<file path="config.mk">
export PLATFORM = sky130hd
export DESIGN_NAME = arla_ram
export DESIGN_NICKNAME = d
export VERILOG_FILES = /design/src/sv/arla_ram.sv
export SDC_FILE = /design/constraint.sdc
export NUM_CORES = 2
export LEC_CHECK = 0
export ABC_AREA = 1
export BUFFER_PORTS_ARGS = -buffer_cell sky130_fd_sc_hd__buf_2
export CAP_MARGIN = 20
export CORE_ASPECT_RATIO = 1.75
export CORE_MARGIN = 2
export CORE_UTILIZATION = 30
export DETAILED_ROUTE_END_ITERATION = 7
export HOLD_SLACK_MARGIN = 0.02
export PLACE_DENSITY = 0.54
export SLEW_MARGIN = 5
export SYNTH_ARGS = -nofsm -noshare
export SYNTH_HDL_FRONTEND = slang
export SYNTH_SLANG_ARGS = --single-unit
</file>
<file path="constraint.sdc">
create_clock -name clk -period 13.85 [get_ports clk]
set_input_delay 0.6925 -clock clk [delete_from_list [all_inputs] [get_ports clk]]
set_output_delay 0.6925 -clock clk [all_outputs]
set_load 0.01 [all_outputs]
</file>
<file path="src/sv/arla_ram.sv">
// ---------------------------------------------------------------------------
// arla_ram
// Generic simple dual-port RAM: one write port, one read port with a
// registered read.
// ---------------------------------------------------------------------------
`timescale 1ns / 1ps
`default_nettype none

module arla_ram #(
  parameter int WIDTH = 32,
  parameter int DEPTH = 64,
  localparam int AW = (DEPTH > 1) ? $clog2(DEPTH) : 1
) (
  input  wire logic             clk,
  input  wire logic             we,
  input  wire logic [AW-1:0]    waddr,
  input  wire logic [WIDTH-1:0] wdata,
  input  wire logic             re,
  input  wire logic [AW-1:0]    raddr,
  output logic      [WIDTH-1:0] rdata
);

  logic [WIDTH-1:0] mem [DEPTH];

  // Write port
  always_ff @(posedge clk) begin
    if (we) begin
      mem[waddr] <= wdata;
    end
  end

  // Registered read port
  always_ff @(posedge clk) begin
    if (re) begin
      rdata <= mem[raddr];
    end
  end

endmodule : arla_ram

`default_nettype wire

</file>
* After elaboration in Yosys (flattened, before gate mapping) *
Memories as Yosys holds them, arrays and structs flattened. A register that Yosys moved wholly into a read port is not among the register bits.
Index checks and enable logic that the tools add are counted.

operators by class
  muxes and demuxes = 2

operators by type and width
  cell     number
  $mux W1  2

word-level totals
  flip-flop bits (word level) = 0
  bits in writable memories = 2048
  bits of input ports = 47
  output and inout bits = 32
  memories = 1

memory list
  memory  depth  bits a word  rd ports  clocked after memory_dff  write ports  line  text
  mem     64     32           1         1                         1            23    logic [WIDTH-1:0] mem [DEPTH];

* Depth between registers and ports, before layout *
  depth after elaboration = 2
  depth in mapped cells = 13
  mapped depth without buffers = 9

* Worst setup path after synthesis *
Ideal clock, no wire load.

  kind = input -> register
  start = input we
  end = memory mem[48][0] (enable)
  setup time = 502 ps
  data arrival time = 4320 ps
  data required time = 13348 ps
  path slack = 9028 ps
  stages on the path = 3
  path buffers = 1
  cells stage by stage = clkbuf_1 nand4_1 nor4_1

on the way
  word-level cells in the longest chain between the ends = 2

ends and longest elaborated chain
  item                           line  text
  from (decl)                    15    input wire logic we,
  $mux W1                        27    if (we) begin
  $mux W1 (not written as such)  28    mem[waddr] <= wdata;
  to (decl)                      23

Every way passes these cells.

==> summary.md <==
| Metric | Value |
|---|---|
| Die H | `700 um` |
| Placer Congestion | `0.791` |
| DRC Markers | `0` |
| Outcome | `completed` |
| GRT overflow | `0` |
| Die span in x | `402 um` |
| CP Class | `input port to flip-flop` |
| Initial antenna violation count | `24` |
| CTS Hold Bufs | `0` |
| Crit path max-delay cell type | `buf_4` |
| Relative slew slack | `5.33%` |
| # nets final | `6782` |
| Max Fclk | `about 230 MHz` |
| Max incr delay on CP | `790 ps` |
| Setup crit end kind | `flip-flop` |
| Initial detailed-routing violation count | `4619` |
| Starting Density | `30.1%` |
| Hold endpoint | `mem[20][16]` |
| Syn_area_per_cell | `12.3 um^2` |
| Die area | `281000 um^2` |
| Sink Count | `2080` |
| Via/cell ratio | `5.08` |
| I/O Buffers | `78` |
| Post-CTS setup buffers | `0` |
| Fraction of layout cells with a size suffix above 1 | `8.08%` |
| Final hold violation count | `0` |
| Sum Neg Setup Slack | `0 ps` |
| DR vias | `53221` |
| Hold Startpoint | `wdata[16]` |
| Layout area overhead | `12.7%` |
| Hold WS | `159 ps` |
| R2R Setup Slk | `between 10000 and 15000 ps` |
| CTS buffer count | `183` |
| Worst-Skew Late Latency | `around 850 ps` |
| Leak | `32.0 nW` |
| Detailed Route WL | `249000 um` |
| Std-Cell Rows | `255` |
| Core ar. | `276000 um^2` |
| Fill cells | `26865` |
| Crit start category | `input port` |
| CP Data Required Time | `between 10000 and 15000 ps` |
| Largest net degree at the start of global routing | `226` |
| Drt pass-1 iters | `7` |
| PwrDens | `139 nW/um^2` |
| Register area share after synthesis | `between 70% and 80%` |
| Max-Cap Viols | `0` |
| Post-route ant nets | `0` |
| Worst r2r src | `mem[48][9]` |
| Post-synth cell types | `15` |
| Worst-path cell chain | `buf_8 > inv_16 > buf_4 > buf_12 > buf_4 > nand2_1 > nand3_1 > nand3_1 > nand3_1 > nand3_1 > nand2_1 > nand2_1 > nand2_1` |
| Post-DP HPWL | `133000 um` |
| Commonest non-fill, non-tap cell in the layout | `nand2_1` |
| Reg2Reg Capture Point | `rdata[9]` |
| Worst path buffer plus inverter count | `5` |
| Mapped cell area | `83100 um^2` |
| CTS tree | `yes` |
| Skew final | `38.6 ps` |
| Cells after Synth | `6769` |
| Area contributors post-synth | `edfxtp_1 (75%), nand3_1 (11%), nand2_1 (10%)` |
| H-Tree Depth | `4` |
| Slew @ Worst Pin | `1420 ps` |
| Drt wl/cell | `23.7 um` |
| Slew Limit Fails | `0` |
| Final Cycle Share | `approximately a third` |
| CP max FO | `225` |
| R2r worst-path depth | `8` |
| Worst VDD drop | `~0.092 mV` |
| Syn Nets | `slightly below 7000` |
| Seq cells post-synth | `2080` |
| Post-cts repair resize count | `0` |
| Largest area contributor in the netlist | `edfxtp_1` |
| Top Family by Delay on Critical Path | `buffers and inverters` |
| First-pass GRT wire length | `360000 um` |
| Total track usage | `between 10% and 20%` |
| Commonest non-fill, non-tap cells in the layout | `nand2_1 (2248), edfxtp_1 (2080), nand3_1 (1907)` |
| Max Root-Sink Buffers | `4` |
| # setup viols final | `0` |
| Hold path cells | `1` |
| Io pins | `79` |
| Clk root buf | `clkbuf_16` |
| Number of global-route vias before repair | `51760` |
| Core Util, Final | `34.0%` |
| Clock Pin Slew Worst Setup and Hold Paths | `60 ps` |
| RSZ-0062 raised after global routing | `no` |
| Min Tclk post-route | `4380 ps` |
| Critical Path AT | `5070 ps` |
| Area share of the largest cell type after synthesis | `75.2%` |
| Synthesis Warnings | `0` |
| Hold Crit Class | `input port to flip-flop` |
flip-flops by register name, summed over array words and instances (netlist names):
| signal | flops |
|---|---|
| mem | 2048 |
| rdata | 32 |
routing by layer:
metal	track usage (%)	vias up	routed length [um]
met3	2.32	502	14300
li1	-	24028	-
met5	0	-	135
met2	31.8	1810	130000
met4	6.41	20	9620
met1	20.2	26861	94400
worst max-delay path by stage:
| stage | end | startpoint | depth (start not counted) | slack, ps |
|---|---|---|---|---|
| after global placement | rdata[16] | raddr[0] | 13 | 8660 |
| after detailed placement | rdata[16] | raddr[0] | 13 | 8620 |
| after CTS | rdata[16] | raddr[0] | 13 | 9490 |
| after floorplan | mem[48][0] | we | 3 | 9030 |
| final | rdata[16] | raddr[0] | 13 | 9470 |
| after global routing | rdata[16] | raddr[0] | 13 | 9150 |
through the flow:
step	cells	power, mW	setup WS [ps]	area (um^2)
3_3_place_gp	10131	7.90	8660	87300
3_5_place_dp	10132	7.91	8620	87400
4_1_cts	10459	13.1	9490	93300
2_1_floorplan	6769	7.56	9030	83100
5_1_grt	10477	13.4	9150	93600
6_report	10485	13.0	9470	93600
cells by family after synthesis:
logic type	count (synthesis)	share of synthesized area (%)
buffers and inverters	461	2.77
AND/OR/NAND/NOR	4228	22.0
flip-flops	2080	75.2
cell type report:
cell class | instances | area (um^2) | area share, %
tap | 3598 | 4500 | 4.81
multi-input combinational | 4228 | 18800 | 20.0
timing repair buffer | 230 | 1870 | 1.99
clock inverter | 109 | 1160 | 1.24
sequential | 2080 | 62500 | 66.7
clock buffer | 218 | 4770 | 5.10
antenna | 10 | 25.0 | 0.0267
inverter | 12 | 82.6 | 0.0882
report_power, final:
group	total, mW	internal, mW	switching (mW)	leakage [nW]
clock network	5.22	2.91	2.31	2.90
logic	0.769	0.185	0.584	10.4
registers	7.00	6.98	0.0256	18.7
total	13.0	10.1	2.92	32.0
Yosys cell counts (all sizes together):
library cell	count
nand4	9
nand2	2248
nor4	8
inv	12
clkbuf	77
nor2	56
nand3	1907
edfxtp	2080
buf	372
worst reg2reg max path, stage by stage, from the launching register on:
cell and delay, ps:
edfxtp_1 380, nand2_1 80, nand3_1 110, nand3_1 140, nand3_1 150, nand3_1 190
nand2_1 90, nand2_1 150, nand2_1 270
Power figures use the tool's default switching activity.
