$ cat config.mk
export PLATFORM = sky130hd
export DESIGN_NAME = arla_div
export DESIGN_NICKNAME = d
export VERILOG_FILES = /design/src/sv/arla_div.sv
export SDC_FILE = /design/constraint.sdc
export NUM_CORES = 1
export LEC_CHECK = 0
export ABC_AREA = 1
export BUFFER_PORTS_ARGS = -buffer_cell sky130_fd_sc_hd__buf_2
export CAP_MARGIN = 20
export CORE_UTILIZATION = 55
export DETAILED_ROUTE_END_ITERATION = 10
export GPL_TIMING_DRIVEN = 0
export PLACE_DENSITY = 0.78
export SLEW_MARGIN = 20
export SYNTH_ARGS = -nofsm -noshare
export SYNTH_HDL_FRONTEND = slang
export SYNTH_SLANG_ARGS = --single-unit
$ cat constraint.sdc
create_clock -name clk -period 8.3 [get_ports clk]
set_input_delay 0.83 -clock clk [delete_from_list [all_inputs] [get_ports clk]]
set_output_delay 0.83 -clock clk [all_outputs]
set_load 0.005 [all_outputs]
$ cat src/sv/arla_div.sv
// ---------------------------------------------------------------------------
// arla_div
// Iterative restoring divider, one quotient bit per cycle. The dividend is
// taken MSB first; the step count sets how many of its top bits are used.
// ---------------------------------------------------------------------------
`timescale 1ns / 1ps
`default_nettype none

module arla_div #(
  parameter int N_W = 80,
  parameter int D_W = 48,
  localparam int STEP_W = $clog2(N_W + 1)
) (
  input  wire logic              clk,
  input  wire logic              rst,
  input  wire logic              start,
  input  wire logic [STEP_W-1:0] steps,
  input  wire logic [N_W-1:0]    dividend,
  input  wire logic [D_W-1:0]    divisor,
  output logic                   done,
  output logic      [N_W-1:0]    quotient
);

  logic              busy;
  logic [STEP_W-1:0] cnt;
  logic [N_W-1:0]    num;
  logic [D_W-1:0]    den;
  logic [D_W-1:0]    rem;
  logic [D_W:0]      rem_sh;
  logic [D_W:0]      rem_sub;
  logic              ge;

  // Shift in the next dividend bit and trial-subtract
  always_comb begin
    rem_sh  = {rem, num[N_W-1]};
    ge      = (rem_sh >= {1'b0, den});
    rem_sub = rem_sh - {1'b0, den};
  end

  // Control: busy flag, step counter, done pulse
  always_ff @(posedge clk) begin
    if (rst) begin
      busy <= 1'b0;
      done <= 1'b0;
      cnt  <= '0;
    end else begin
      done <= 1'b0;
      if (start) begin
        busy <= 1'b1;
        cnt  <= steps;
      end else if (busy) begin
        cnt <= cnt - 1'b1;
        if (cnt == STEP_W'(1)) begin
          busy <= 1'b0;
          done <= 1'b1;
        end
      end
    end
  end

  // Datapath
  always_ff @(posedge clk) begin
    if (start) begin
      num      <= dividend;
      den      <= divisor;
      rem      <= '0;
      quotient <= '0;
    end else if (busy) begin
      num      <= num << 1;
      rem      <= ge ? rem_sub[D_W-1:0] : rem_sh[D_W-1:0];
      quotient <= {quotient[N_W-2:0], ge};
    end
  end

endmodule : arla_div

`default_nettype wire
# Word-level counts from Yosys, hierarchy flattened
# Cells that the tools add are included.
[totals]
register_bits = 265
input_bits = 138
out_inout_bits = 81
word_cells = 23
[op_classes]
bitwise_logic = 1
muxes = 9
n_reduce_logical = 2
n_eq_ne = 1
n_lt_le_gt_ge = 1
n_addsub = 2
[op_table]
columns = ["cell", "n"]
rows = [
  ["$mux 80", 2],
  ["$ge 49x48->1", 1],
  ["$mux 48", 1],
  ["$sub 48x48->48", 1],
  ["$mux 7", 2],
  ["$eq 7x1->1 const B", 1],
  ["$sub 7x1->7 const B", 1],
  ["$mux 1", 4],
  ["$reduce_or 3->1", 1],
  ["$reduce_bool 2->1", 1],
  ["$not 1->1", 1],
]

# Longest topological paths before layout
[depth]
depth_word = 4
ltp_mapped = 19
depth_no_buf = 18

# Worst setup path before layout
# OpenSTA, ideal clock, no wires.
[synth_path]
path_type = "in2reg"
start = "input port start"
end = "register num[0], enable pin"
path_slack_ps = 4082
stages = 4
path_buffers = 2
t_required_ps = 7824
setup_ps = 476
t_arrival_ps = 3742
path_cell_list = "clkbuf_1 > nor2_1 > inv_2 > clkbuf_1"
[synth_via]
elab_chain_len = 1
[synth_lines]
columns = ["element", "line_no", "rtl"]
rows = [
  ["start: declaration", "16", "input wire logic start,"],
  ["$reduce_bool 2->1 (no source line)", "-", ""],
  ["end signal: assignment", "64", "num <= dividend;"],
  ["end signal: assignment", "69", "num <= num << 1;"],
  ["end: declaration", "26", "logic [N_W-1:0] num;"],
]
# No other way between the ends.
# A chain may end at the register's enable or synchronous reset.

# Final worst setup path
[layout_path]
start = "input port start"
end = "register num[19], enable pin"
# The elaborated chain is that of the path after synthesis.

==> results.sh <==
export IMPL_clockBufferDepth=3
export IMPL_holdPathStages=1
export IMPL_crit_slowest_cell="buf_4"
export IMPL_cts_made_buffers=28
export IMPL_period_share_pct=35.5
export IMPL_setup_violations=0
export IMPL_reg2regPathDepth=12
export IMPL_postLayoutCoreUtil_pct=66.0
export IMPL_r2r_slack_ps=5350
export IMPL_cp_top_family="buffers and inverters"
export IMPL_cts_hold_buf=0
export IMPL_synth_seq_cells=265
export IMPL_drive_gt1_share_pct=12.9
export IMPL_cp_required_ps=8530
export IMPL_clk_latency_ps=580
export IMPL_routed_wl_mm=39.5
export IMPL_path_class="in -> reg"
export IMPL_hp_start="divisor[37]"
export IMPL_area_growth_pct=17.3
export IMPL_grt_start_max_net_pins=54
export IMPL_clk_pin_slew_ps=60
export IMPL_row_count=58
export IMPL_path_cells="buf_4, clkbuf_1, nor2_2, inv_2, clkbuf_4, buf_16"
export IMPL_fp_dieH_um=163
export IMPL_cp_max_fo=53
export IMPL_clock_sinks=265
export IMPL_slew_headroom_pct=52.3
export IMPL_syn_nets=2151
export IMPL_cts_tree="built"
export IMPL_holdPathEnd="den[37]"
export IMPL_drv_slew=0
export IMPL_yosysWarnings=0
export IMPL_antenna_found_initial=8
export IMPL_port_buffer_count=217
export IMPL_end_kind="flip-flop"
export IMPL_worstPathArrival_ps=3180
export IMPL_slowest_delay_ps=520
export IMPL_cp_num_buf_inv=5
export IMPL_initial_core_util_pct=56.3
export IMPL_period_needed_ps=2950
export IMPL_grt_ovfl_total=0
export IMPL_fin_nets=2399
export IMPL_max_freq_mhz=339
export IMPL_grt_pass1_vias=12400
export IMPL_worstMarginPinSlew_ps=715
export IMPL_wl_per_cell_um=15.4
export IMPL_drcViolationCount=0
export IMPL_dpl_hpwl_mm=30.2
export IMPL_setup_tns_ps=0
export IMPL_ios=219
export IMPL_die_w_um=163
export IMPL_powerDensity_mw_per_mm2=177
export IMPL_via_per_inst=5.06
export IMPL_hold_viol=0
export IMPL_dieArea_mm2=0.0265
export IMPL_power_leakage_nw=8.61
export IMPL_root_buffer="clkbuf_16"
export IMPL_antenna_left=0
export IMPL_grt_usage_pct=29.7
export IMPL_htreeDepth=1
export IMPL_syn_inst=1962
export IMPL_r2r_start="den[14]"
export IMPL_drt_iter0_drc=847
export IMPL_synth_yosys_seq_area_share_pct=46.3
export IMPL_syn_area_mm2=0.0142
export IMPL_synth_cell_types=36
export IMPL_fin_skew_ps=31.7
export IMPL_rsz0062_at_grt="no"
export IMPL_postCtsSetupRepairBufs=0
export IMPL_grt_pass1_wl_mm=62.0
export IMPL_post_cts_resized=0
export IMPL_dr_total_vias=13000
export IMPL_outcome="finished, final reports clean"
export IMPL_min_path_type="in -> reg"
export IMPL_cap_viol_max_count=0
export IMPL_rr_endpoint="rem[46]"
export IMPL_core_area_mm2=0.0253
export IMPL_gp_congestion=0.980
export IMPL_syn_area_per_cell_um2=7.25
export IMPL_vdd_drop_max_mv=0.151
export IMPL_critPathLaunchType="input pin"
export IMPL_drt_pass1_iterations=5
area by class of cell:
cell class / instances / area (um2)
fill: 2263 / 8580
sequential: 265 / 6590
multi-input combinational: 1282 / 6040
inverter: 351 / 1320
timing repair buffer: 218 / 1120
clock buffer: 43 / 830
tap: 330 / 413
buffer: 64 / 277
clock inverter: 8 / 75.1
antenna: 6 / 15.0
logic make-up (layout without fill, tap and decap cells):
family,after synthesis,in the layout,share of synthesized area [%]
compound gates,154,154,6.46
xor+xnor,26,26,1.60
fa+ha+maj,51,51,4.54
buf+inv,415,684,11.2
flops,265,265,46.3
other cells,0,6,0
simple gates,1051,1051,29.9
worst register-to-register path: cells and delay by family (launching register included):
family / cells / cell delay [ps]
and+or+nand+nor: 9 / 1840
adders and majority gates: 1 / 350
DFF: 1 / 340
buffers and inverters: 2 / 330
through the flow:
step / cell area, um2 / power, mW / setup WS [ps] / hold WS [ps] / cells
after floorplan: 14200 / 1.66 / 4080 / 448 / 1962
after detailed placement: 15700 / 1.76 / 4340 / 452 / 2510
after global placement: 15700 / 1.75 / 1680 / 436 / 2509
final: 16700 / 2.95 / 5350 / 426 / 2567
after CTS: 16700 / 2.97 / 4950 / 410 / 2561
after global routing: 16700 / 3.06 / 5140 / 415 / 2564
sequential cells by signal (all words and copies together) (netlist names):
signal,count
rem,48
done,1
quotient,80
busy,1
num,80
den,48
cnt,7
synth_stat cells:
library cell | n | area [um2]
a22oi_1 | 1 | 7.51
nand2_1 | 821 | 3080
edfxtp_1 | 128 | 3840
inv_1 | 347 | 1300
buf_4 | 2 | 15.0
nor4_4 | 1 | 21.3
nand3_2 | 3 | 30.0
o21ai_0 | 15 | 75.1
xnor2_1 | 11 | 96.3
nor2_1 | 84 | 315
or2_1 | 1 | 6.26
clkbuf_1 | 45 | 169
o22ai_1 | 78 | 488
buf_2 | 8 | 40.0
and2_1 | 2 | 12.5
a31oi_1 | 5 | 31.3
o21a_1 | 2 | 15.0
nand2_2 | 1 | 6.26
a21oi_1 | 40 | 200
buf_6 | 2 | 22.5
o31a_1 | 1 | 8.76
buf_1 | 7 | 26.3
fa_1 | 1 | 20.0
a21oi_2 | 1 | 8.76
o21bai_1 | 10 | 75.1
nand4_1 | 53 | 332
ha_1 | 50 | 626
a32oi_1 | 1 | 8.76
nor3_1 | 6 | 30.0
nand3b_1 | 4 | 30.0
nor2_2 | 1 | 6.26
nand3_1 | 70 | 350
dfxtp_1 | 137 | 2740
nor4_1 | 4 | 25.0
xor2_1 | 15 | 131
inv_2 | 4 | 15.0
cells in the final DEF (no fill, tap or decap), types with 10 or more instances in the layout:
cell,count
nand4_1,53
clkbuf_16,28
nand2_1,821
clkbuf_1,50
inv_1,347
o21bai_1,10
nor2_1,83
buf_2,224
a21oi_1,40
o21ai_0,15
xnor2_1,11
ha_1,50
nand3_1,70
o22ai_1,78
dfxtp_1,137
edfxtp_1,128
xor2_1,15
power by group:
group          total [mW]  internal, mW  switching (mW)
logic               0.268        0.0921           0.176
registers            1.47          1.45          0.0204
clock network        1.22         0.691           0.525
total                2.95          2.23           0.722
worst max-delay path by stage:
| stage | from | end | slack, ps | cells past startpoint |
|---|---|---|---|---|
| global placement | start | num[22] | 1680 | 5 |
| floorplan | start | num[0] | 4080 | 4 |
| CTS | start | num[19] | 4950 | 6 |
| finish | start | num[19] | 5350 | 6 |
| global route | den[15] | rem[46] | 5140 | 12 |
| detailed placement | start | num[22] | 4340 | 6 |
per-layer routing:
metal / share of wire, % / track usage, % / up-vias
met2: 48 / 50.5 / 387
met3: 7.0 / 6.93 / 72
met1: 43 / 36.8 / 5850
met5: 0.056 / 0 / -
li1: - / - / 6664
met4: 2.9 / 10.1 / 4
(Power assumes the default switching activity.)
